**src/rtl/core/slmp_pkg.sv**
```systemverilog
// Shared types and constants for the sound level meter polling host.
// Holds the request and result structs, operation and result codes, and the
// command byte table. No dependencies.
`default_nettype none

package slmp_pkg;

	localparam int LIMIT_BITS = 24;
	localparam int SAMPLE_COUNT_BITS_DEF = 24;

	localparam logic [1:0] OP_TX_SLOT = 2'd0;
	localparam logic [1:0] OP_RX_BYTE = 2'd1;
	localparam logic [1:0] OP_RESTART = 2'd2;

	localparam logic [1:0] KIND_TX = 2'd0;
	localparam logic [1:0] KIND_SAMPLE = 2'd1;
	localparam logic [1:0] KIND_INIT_ERR = 2'd2;
	localparam logic [1:0] KIND_DATA_ERR = 2'd3;

	localparam logic [7:0] INIT_ACK = 8'h05;
	localparam logic [7:0] REPLY_END = 8'h0d;
	localparam logic [7:0] DATA_MARK = 8'h01;

	typedef struct packed {
		logic [1:0] opcode;
		logic [7:0] rx_byte;
	} req_t;

	typedef struct packed {
		logic [1:0]  kind;
		logic [7:0]  tx_byte;
		logic [10:0] level_tenths;
		logic        weight_c;
		logic        slow_response;
		logic [1:0]  range_code;
		logic        limit_reached;
		logic        last;
	} res_t;

	// Everything one request produces; a command expands to three bytes.
	typedef struct packed {
		logic [1:0]  kind;
		logic        is_req;
		logic [10:0] level_tenths;
		logic        weight_c;
		logic        slow_response;
		logic [1:0]  range_code;
		logic        limit_reached;
	} burst_t;

	// Init command is 10 04 0d, data request is 30 00 0d.
	function automatic logic [7:0] cmd_byte(input logic is_req, input logic [1:0] idx);
		logic [7:0] b;
		case (idx)
			2'd0: b = is_req ? 8'h30 : 8'h10;
			2'd1: b = is_req ? 8'h00 : 8'h04;
			default: b = 8'h0d;
		endcase
		return b;
	endfunction

endpackage

`default_nettype wire

```
**src/rtl/core/slmp_ctrl.sv**
```systemverilog
// Protocol state machine of the polling host: command phases, reply checks,
// sample decode and the saturating sample counter. Depends on slmp_pkg.
`default_nettype none

module slmp_ctrl import slmp_pkg::*; #(
	parameter int COUNT_BITS = SAMPLE_COUNT_BITS_DEF
) (
	input  wire logic                  clk,
	input  wire logic                  arst_n,
	input  wire logic                  take,
	input  wire req_t                  item,
	input  wire logic [LIMIT_BITS-1:0] sample_limit,
	output logic                       emit,
	output burst_t                     burst
);

	localparam int CMP_BITS = (COUNT_BITS > LIMIT_BITS) ? COUNT_BITS : LIMIT_BITS;

	typedef enum logic [2:0] {
		ISSUE_INIT,
		WAIT_INIT,
		SEND_REQ,
		WAIT_DATA,
		STOPPED
	} phase_t;

	phase_t                phase_q, phase_d;
	logic [1:0]            idx_q, idx_d;
	logic                  mism_q, mism_d;
	logic [COUNT_BITS-1:0] count_q, count_d, count_inc;
	logic [7:0]            held0_q, held1_q;
	logic                  bad_byte;

	assign count_inc = (&count_q) ? count_q : count_q + COUNT_BITS'(1);

	always_comb begin
		phase_d = phase_q;
		idx_d = idx_q;
		mism_d = mism_q;
		count_d = count_q;
		emit = 1'b0;
		burst = '0;
		bad_byte = 1'b0;
		case (item.opcode)
			OP_RESTART: begin
				phase_d = ISSUE_INIT;
				idx_d = 2'd0;
				mism_d = 1'b0;
				count_d = '0;
			end
			OP_TX_SLOT: begin
				if (phase_q == ISSUE_INIT || phase_q == SEND_REQ) begin
					emit = 1'b1;
					burst.kind = KIND_TX;
					burst.is_req = (phase_q == SEND_REQ);
					phase_d = (phase_q == SEND_REQ) ? WAIT_DATA : WAIT_INIT;
					idx_d = 2'd0;
					mism_d = 1'b0;
				end
			end
			OP_RX_BYTE: begin
				unique case (phase_q)
					WAIT_INIT: begin
						if (idx_q == 2'd0) begin
							mism_d = mism_q | (item.rx_byte != INIT_ACK);
							idx_d = 2'd1;
						end else begin
							idx_d = 2'd0;
							mism_d = 1'b0;
							if (mism_q || item.rx_byte != REPLY_END) begin
								phase_d = ISSUE_INIT;
								emit = 1'b1;
								burst.kind = KIND_INIT_ERR;
							end else begin
								phase_d = SEND_REQ;
							end
						end
					end
					WAIT_DATA: begin
						unique case (idx_q)
							2'd0, 2'd1: bad_byte = 1'b0;
							2'd2: bad_byte = (item.rx_byte != DATA_MARK);
							2'd3: bad_byte = (item.rx_byte != REPLY_END);
						endcase
						if (idx_q != 2'd3) begin
							idx_d = idx_q + 2'd1;
							mism_d = mism_q | bad_byte;
						end else begin
							idx_d = 2'd0;
							mism_d = 1'b0;
							phase_d = SEND_REQ;
							emit = 1'b1;
							if (mism_q || bad_byte) begin
								burst.kind = KIND_DATA_ERR;
							end else begin
								count_d = count_inc;
								burst.kind = KIND_SAMPLE;
								burst.level_tenths = {held0_q[2:0], held1_q};
								burst.weight_c = held0_q[7];
								burst.slow_response = held0_q[3];
								burst.range_code = held0_q[5:4];
								if (sample_limit != '0 &&
								    CMP_BITS'(count_inc) >= CMP_BITS'(sample_limit)) begin
									burst.limit_reached = 1'b1;
									phase_d = STOPPED;
								end
							end
						end
					end
					ISSUE_INIT, SEND_REQ, STOPPED: begin
						phase_d = phase_q;
					end
					default: phase_d = phase_q;
				endcase
			end
			default: phase_d = phase_q;
		endcase
	end

	always_ff @(posedge clk or negedge arst_n) begin
		if (!arst_n) begin
			phase_q <= ISSUE_INIT;
			idx_q <= 2'd0;
			mism_q <= 1'b0;
			count_q <= '0;
		end else if (take) begin
			phase_q <= phase_d;
			idx_q <= idx_d;
			mism_q <= mism_d;
			count_q <= count_d;
		end
	end

	// The first two data reply bytes are held for the decode on the last byte.
	always_ff @(posedge clk) begin
		if (take && item.opcode == OP_RX_BYTE && phase_q == WAIT_DATA) begin
			if (idx_q == 2'd0) held0_q <= item.rx_byte;
			if (idx_q == 2'd1) held1_q <= item.rx_byte;
		end
	end

endmodule

`default_nettype wire

```
**src/rtl/core/sound_meter_poll_protocol_core.sv**
```systemverilog
// Sound level meter polling host, top level. Depends on slmp_pkg, slmp_ctrl.
// The first result of a request is offered in the cycle after accept.
// Throughput: one request per cycle while each causes at most one result, with no
// output stall; a command request holds the output register for its three results.
// Reset clears the phase to the init command phase, the counters and the sample limit.
`default_nettype none

module sound_meter_poll_protocol_core import slmp_pkg::*; #(
	parameter int SAMPLE_COUNT_BITS = SAMPLE_COUNT_BITS_DEF
) (
	input  wire logic                  clk,
	input  wire logic                  arst_n,
	input  wire logic                  in_valid,
	output logic                       in_ready,
	input  wire req_t                  in_data,
	output logic                       out_valid,
	input  wire logic                  out_ready,
	output res_t                       out_data,
	input  wire logic                  cfg_we,
	input  wire logic [LIMIT_BITS-1:0] cfg_data
);

	logic [LIMIT_BITS-1:0] limit_q;
	logic                  take, emit, last_res;
	burst_t                burst, burst_s1;
	logic                  valid_s1;
	logic [1:0]            sub_q;

	slmp_ctrl #(
		.COUNT_BITS(SAMPLE_COUNT_BITS)
	) u_ctrl (
		.clk         (clk),
		.arst_n      (arst_n),
		.take        (take),
		.item        (in_data),
		.sample_limit(limit_q),
		.emit        (emit),
		.burst       (burst)
	);

	assign last_res = (burst_s1.kind != KIND_TX) || (sub_q == 2'd2);
	assign in_ready = !valid_s1 || (out_ready && last_res);
	assign take = in_valid && in_ready;
	assign out_valid = valid_s1;

	always_comb begin
		out_data = '0;
		out_data.kind = burst_s1.kind;
		out_data.tx_byte = (burst_s1.kind == KIND_TX) ? cmd_byte(burst_s1.is_req, sub_q) : 8'h00;
		out_data.level_tenths = burst_s1.level_tenths;
		out_data.weight_c = burst_s1.weight_c;
		out_data.slow_response = burst_s1.slow_response;
		out_data.range_code = burst_s1.range_code;
		out_data.limit_reached = burst_s1.limit_reached;
		out_data.last = last_res;
	end

	always_ff @(posedge clk or negedge arst_n) begin
		if (!arst_n) begin
			limit_q <= '0;
			valid_s1 <= 1'b0;
			sub_q <= 2'd0;
		end else begin
			if (cfg_we) limit_q <= cfg_data;
			// A new request may load as the previous one's final result leaves.
			if (take && emit) begin
				valid_s1 <= 1'b1;
				sub_q <= 2'd0;
			end else if (valid_s1 && out_ready) begin
				if (last_res) valid_s1 <= 1'b0;
				else sub_q <= sub_q + 2'd1;
			end
		end
	end

	always_ff @(posedge clk) begin
		if (take && emit) burst_s1 <= burst;
	end

endmodule

`default_nettype wire

```
**config.mk**
```make
export PLATFORM = sky130hd
export DESIGN_NAME = sound_meter_poll_protocol_core
export DESIGN_NICKNAME = d
export VERILOG_FILES = /design/src/rtl/core/slmp_pkg.sv /design/src/rtl/core/slmp_ctrl.sv /design/src/rtl/core/sound_meter_poll_protocol_core.sv
export SDC_FILE = /design/constraint.sdc
export NUM_CORES = 1
export LEC_CHECK = 0
export ABC_CLOCK_PERIOD_IN_PS = 3700
export CAP_MARGIN = 20
export CORE_MARGIN = 2
export CORE_UTILIZATION = 60
export CTS_BUF_LIST = sky130_fd_sc_hd__clkbuf_8
export CTS_CLUSTER_DIAMETER = 50
export DETAILED_ROUTE_END_ITERATION = 12
export DONT_BUFFER_PORTS = 1
export PLACE_DENSITY_LB_ADDON = 0.3
export SLEW_MARGIN = 20
export SYNTH_ARGS = -nofsm -noshare
export SYNTH_HDL_FRONTEND = slang
export SYNTH_SLANG_ARGS = --single-unit
```
**constraint.sdc**
```tcl
create_clock -name clk -period 3.7 [get_ports clk]
set_clock_uncertainty 0.15 [all_clocks]
set_input_delay 0.37 -clock clk [delete_from_list [all_inputs] [get_ports clk]]
set_output_delay 0.37 -clock clk [all_outputs]
set_load 0.03 [all_outputs]
```
=== After elaboration in Yosys (flattened, before gate mapping) ===
Cells that the tools add are included.

* Flip-flop bits (word level): 92
* Input port bits: 39
* Output and inout port bits: 29
* Word-level logic and storage cells: 131

* $add $sub $neg: 3
* $lt $le $gt $ge: 1
* Equal/unequal tests: 22
* Multiplexer cells: 50
* Bitwise gates (word level): 4
* Reductions and logical operators: 35

{| class="wikitable"
|+ Operators by type and width
! operator !! count
|-
| 24-bit two-way mux || 4
|-
| 24-bit case mux with 2 select lines || 1
|-
| 24-bit by 1-bit adder with 24-bit output, second input constant || 1
|-
| 24-bit >= comparator || 1
|-
| 24-bit AND reduction || 1
|-
| 24-bit nonzero test || 1
|-
| 2-bit two-way mux || 11
|-
| 3-bit two-way mux || 6
|-
| 1-bit two-way mux || 14
|-
| 2-bit case mux with 2 select lines || 3
|-
| 6-bit case mux with 2 select lines || 1
|-
| 2-bit AND reduction || 5
|-
| 3-bit != test, second input constant || 3
|-
| 3-bit case mux with 3 select lines || 1
|-
| 2-bit equality test, second input constant || 4
|-
| 2-bit logical NOT || 4
|-
| 8-bit two-way mux || 1
|-
| 2-bit != test, second input constant || 4
|-
| 8-bit by 1-bit != test with 1-bit output, second input constant || 1
|-
| 8-bit by 3-bit != test with 1-bit output, second input constant || 1
|-
| 8-bit by 4-bit != test with 1-bit output, second input constant || 1
|-
| 2-bit nonzero test || 4
|-
| 1-bit logical AND || 7
|-
| 2-bit by 1-bit equality test with 1-bit output, second input constant || 3
|-
| other kinds (20) || 32
|}

=== Longest topological paths before layout ===
* Depth after elaboration: 10
* Depth in mapped cells: 16
* Depth with buffers taken out: 13

=== Modules after synthesis ===
A second synthesis with hierarchy kept.

* Cell total of the unflattened synthesis: 518
* Area total of the unflattened synthesis: 5,385.2 µm²

{| class="wikitable"
|+ Modules (own cells, without submodules)
! module !! times used !! cells each !! area an instance (µm²) !! sequential area each (µm²)
|-
| slmp_ctrl || 1 || 394 || 3,475.8 || 1,201.2
|-
| sound_meter_poll_protocol_core || 1 || 124 || 1,909.3 || 1,246.2
|}

=== Worst setup path before layout ===
No wires, ideal clock.

* Path type: flip-flop to flip-flop
* From: reg u_ctrl.count_q[2]
* To: reg u_ctrl.phase_q[2]
* Setup time: 0.103 ns
* Arrival time: 3.683 ns
* Data required time: 3.447 ns
* Slack: -0.236 ns
* Stages on the path, launching flop included: 14
* Buffers on the path: 2
* Clock period less this slack: 3.936 ns
* Cells stage by stage: dfrtp_1 -> buf_2 -> and4_1 -> buf_2 -> nand2_1 -> a2111oi_0 -> xor2_1 -> ha_1 -> nand4_1 -> nor3_1 -> or4b_2 -> a31o_2 -> a211o_1 -> o41ai_2

* Word-level cells in the longest chain between the ends: 9
* Elaborated cells between the ends (all ways): 10
* Classes of those cells: 1 x add/sub; 1 x order compare; 6 x mux; 2 x reduce/logical

{| class="wikitable"
|+ RTL lines
! item !! RTL line !! text
|-
| from (decl) || slmp_ctrl.sv:30 || <nowiki>logic [COUNT_BITS-1:0] count_q, count_d, count_inc;</nowiki>
|-
| from (signal assigned) || slmp_ctrl.sv:130 || <nowiki>count_q <= count_d;</nowiki>
|-
| 24-bit by 1-bit adder with 24-bit output or 24-bit AND reduction (tied branches) || slmp_ctrl.sv:34 || <nowiki>assign count_inc = (&count_q) ? count_q : count_q + COUNT_BITS'(1);</nowiki>
|-
| 24-bit two-way mux * || slmp_ctrl.sv:34 ||
|-
| 24-bit >= comparator * || slmp_ctrl.sv:103 || <nowiki>CMP_BITS'(count_inc) >= CMP_BITS'(sample_limit)) begin</nowiki>
|-
| 1-bit logical AND * || slmp_ctrl.sv:102 || <nowiki>if (sample_limit != '0 &&</nowiki>
|-
| 3-bit two-way mux * || slmp_ctrl.sv:102 ||
|-
| 3-bit two-way mux * || slmp_ctrl.sv:93 || <nowiki>if (mism_q || bad_byte) begin</nowiki>
|-
| 3-bit two-way mux * || slmp_ctrl.sv:85 || <nowiki>if (idx_q != 2'd3) begin</nowiki>
|-
| 3-bit case mux with 2 select lines * || slmp_ctrl.sv:62 || <nowiki>unique case (phase_q)</nowiki>
|-
| 3-bit case mux with 3 select lines * || slmp_ctrl.sv:44 || <nowiki>case (item.opcode)</nowiki>
|-
| to (signal assigned) || slmp_ctrl.sv:127 || <nowiki>phase_q <= phase_d;</nowiki>
|-
| to (decl) || slmp_ctrl.sv:27 || <nowiki>phase_t phase_q, phase_d;</nowiki>
|}

Mark *: on every way between the ends. The rest lies on a longest branch, timed or not. The select of a mux whose other input is x is not followed.
A chain may end at the register's enable or synchronous reset.

=== Worst setup path in the final report ===
* From: reg u_ctrl.count_q[3]
* To: reg u_ctrl.phase_q[2]

The elaborated chain is that of the path after synthesis.

==> impl_results.md <==
- DRT Wirelength: 12.85 mm
- Worst Setup SP: u_ctrl.count_q[3]$_DFFE_PN0P_
- Crit Reg-Reg Endpoint: u_ctrl.phase_q[2]$_DFFE_PN0P_
- CP Max Fanout: 3
- Final hold viol count: 0
- Synthesized flop and latch total: 91
- Drt pass-1 iters: 5
- 1st-iter DRT viols: 358
- Count of flip-flops with a built-in enable after synthesis: 34
- Initial Utilization: 61.11%
- Post-layout min period: 3.685 ns
- P&R area growth vs syn: 18.33%
- Remaining antenna violation count after routing: 0
- Global Route Usage Sum: 27.83%
- VDD IR max: 0.0002526 V
- Critical Path End Type: flop
- Antenna violations before repair: 0
- Worst hold path class: in -> reg
- Height of the chip: 97.79 um
- # DRC: 0
- Core Area: 8636 um2
- Dpl ws: -0.09511 ns
- Hold path start: in_data[9]
- # setup viols final: 0
- Maxcap violations: 0
- Final GP Congestion: 0.9192
- Fraction of layout cells with a size suffix above 1: 16.25%
- Nets: 669
- Ys Warns: 0
- WL/cell: 18.08 um
- Worst-path clk slew: 0.10 ns
- Outcome: complete, no violations
- Gr ovfl total: 0
- Startpoint types: flop
- Worst hold path stage count: 3
- Vias/cell: 6.048
- RSZ-0062 raised after global routing: true
- Worst R2R Setup Slack: 0.02 ns
- Avg Synthesized Cell Area: 9.684 um2
- CTS Buffer Depth: 2
- Worst Tran Pin Value: 0.8613 ns
- Port Buffers: 0
- Root buffer cell: clkbuf_8
- CTS tree: yes
- Synth cell types: 62
- Tcrit/Tclk final: 99.59%
- Global-route wire length before repair: 21.09 mm
- Rel. slew slack: 42.47%
- I/O Pins: 68
- Most area-consuming cells after synthesis: dfrtp_1 (27%), edfxtp_1 (19%), ha_1 (7.6%), nand2_1 (4.9%), o21ai_0 (4.2%)
- Clock latency on the worst-skew pair: 0.37 ns
- Final std cell area, no fill: 6245 um2
- Vias in the first global route: 4,246
- Sink Count: 91
- Reg2reg path depth: 12
- Inserted Clock Buffers: 9
- Max H-tree Level: 3
- Dpl hpwl: 8.671 mm
- Die Area: 9562 um2
- Ys async rst share: 62.64%
- Vias: 4,300
- Dominant synthesized flop cell: dfrtp_1
- Worst Path Arrival: 3.81 ns
- Die X: 97.79 um
- ANT cells: 0
- Cell area after placement: 5558 um2
- Hold endpoint: u_ctrl.phase_q[0]$_DFFE_PN0P_
- Worst EP required: 3.82 ns
- Synth area leader: dfrtp_1
- R2R Path Start: u_ctrl.count_q[3]$_DFFE_PN0P_
- Synth Cell Area: 5278 um2
- Row cnt: 34
- Lkg Pwr: 2.724 nW
- Largest net degree at the start of global routing: 58
- Fmax: 271.4 MHz
- Max Slew Vio Count: 0
- Synth top area share: 27.03%
- Worst setup path class: reg -> reg
- Setup ws final: 0.01516 ns
- Synth Instances: 545
- Sequential share of the synthesized area: 46.37%
- Cell Pwr Density: 349.8 nW/um2
[through the flow]
step / power [mW] / TNS [ns] / cells / hold WS (ns) / util (%)
2_1_floorplan: 1.376 / 0 / 547 / -0.07559 / -
3_3_place_gp: 1.416 / 0 / 652 / -0.07334 / 64.36
3_5_place_dp: 1.427 / -0.1117 / 652 / -0.07325 / 64.36
4_1_cts: 2.181 / 0 / 710 / 0.1190 / 71.92
5_1_grt: 2.275 / -0.2405 / 711 / 0.1476 / 72.31
6_report: 2.184 / 0 / 711 / 0.1312 / 72.31
[report_power, final]
group	switching, mW	internal, mW	leakage (nW)
Clock	0.387	0.324	0.104
Combinational	0.196	0.131	1.57
Sequential	0.0533	1.09	1.05
[flip-flops by register name (all words and copies together) (netlist names)]
register / count
sub_q: 2
u_ctrl.phase_q: 3
limit_q: 24
u_ctrl.held1_q: 8
u_ctrl.mism_q: 1
u_ctrl.held0_q: 7
out_valid: 1
out_data: 18
u_ctrl.count_q: 24
u_ctrl.idx_q: 2
burst_s1: 1
[routing by layer]
metal / part of all wire [%] / up-vias / GRT usage (%)
met5: 0 / - / 0
met4: 2.4 / 0 / 10.47
met3: 6.2 / 27 / 6.943
met2: 48 / 164 / 44.08
met1: 43 / 2049 / 37.45
li1: - / 2060 / -
[critical path, stage by stage, from the launching register on]
cell     delay [ns]
dfrtp_1        0.39
nand4_1        0.12
or4_4          0.56
a31oi_4        0.16
and3_4         0.22
xor2_2         0.06
ha_1           0.31
nand4_1        0.15
nor3_2         0.17
or4b_4         0.49
a31o_4         0.26
a211o_1        0.29
o41ai_2        0.26
[cell families (layout without fill, tap and decap cells)]
| family | Yosys count | in the layout | share of synthesized area, % |
|---|---|---|---|
| AND/OR/NAND/NOR | 185 | 185 | 18.42 |
| AO/OA/AOI/OAI | 130 | 130 | 15.29 |
| flip-flops | 91 | 91 | 46.37 |
| buffers and inverters | 78 | 134 | 7.444 |
| adder cells (fa/ha/maj) | 32 | 32 | 7.586 |
| XOR/XNOR | 24 | 24 | 3.983 |
| multiplexers | 4 | 4 | 0.8297 |
| other | 1 | 3 | 0.07106 |
[how the worst max path moves through the flow]
stage | to | slack (ns) | cells after the start
detailed placement | out_data[1]$_SDFFCE_PP0P_ | -0.1 | 11
floorplan | u_ctrl.phase_q[2]$_DFFE_PN0P_ | 0.03 | 13
finish | u_ctrl.phase_q[2]$_DFFE_PN0P_ | 0.02 | 12
global route | u_ctrl.phase_q[2]$_DFFE_PN0P_ | -0.12 | 14
global placement | u_ctrl.phase_q[2]$_DFFE_PN0P_ | 0.12 | 12
CTS | u_ctrl.phase_q[2]$_DFFE_PN0P_ | 0.02 | 17
[final cells by class]
class / instances / area, um2
Multi-Input combinational cell: 378 / 2569
Sequential cell: 91 / 2447
Fill cell: 577 / 2391
Timing Repair Buffer: 86 / 767.0
Tap cell: 108 / 135.1
Clock buffer: 9 / 123.9
Inverter: 32 / 120.1
Clock inverter: 7 / 82.58
[placed cells by master (no fill, tap or decap), types with 3 or more instances in the layout]
| cell type | instances |
|---|---|
| a2111oi_2 | 3 |
| a21oi_1 | 19 |
| a31oi_1 | 10 |
| a41oi_1 | 6 |
| and2_1 | 5 |
| and3_1 | 21 |
| buf_4 | 49 |
| clkbuf_8 | 9 |
| conb_1 | 3 |
| dfrtp_1 | 57 |
| dlygate4sd3_1 | 34 |
| edfxtp_1 | 34 |
| ha_1 | 32 |
| inv_1 | 32 |
| mux2_2 | 3 |
| nand2_1 | 69 |
| nand2b_1 | 7 |
| nand3_1 | 7 |
| nand4_1 | 17 |
| nor2_1 | 22 |
| nor2b_1 | 4 |
| nor4_1 | 7 |
| o21a_1 | 3 |
| o21ai_0 | 44 |
| o21ai_1 | 15 |
| o31ai_1 | 6 |
| or3_1 | 3 |
| xnor2_1 | 15 |
| xor2_1 | 8 |
[synth_stat cells (2+ instances only)]
cell type  instances
nand2_1           69
dfrtp_1           57
o21ai_0           44
edfxtp_1          34
ha_1              32
inv_1             32
buf_4             23
nor2_1            23
and3_1            22
a21oi_1           20
nand4_1           17
clkbuf_1          16
o21ai_1           15
xnor2_1           15
a31oi_1           12
xor2_1             9
nand3_1            8
nor4_1             8
nand2b_1           7
a2111oi_0          6
a41oi_1            6
and2_1             6
o31ai_1            6
buf_2              5
nor2b_1            4
mux2_2             3
nor3_1             3
o21a_1             3
or3_1              3
a211o_1            2
a22o_1             2
and4_1             2
or4b_2             2
[what timing repair did]
item / 4_1_cts / 5_1_grt
pin swaps: 2 / 12
setup endpoints to repair: 3 / 3
resized for setup: 3 / 5
setup buffers: 6 / 3
hold endpoints to repair: 97 / 0
hold buffers: 36 / 0
Note: power is estimated with default switching activity, not from simulation.
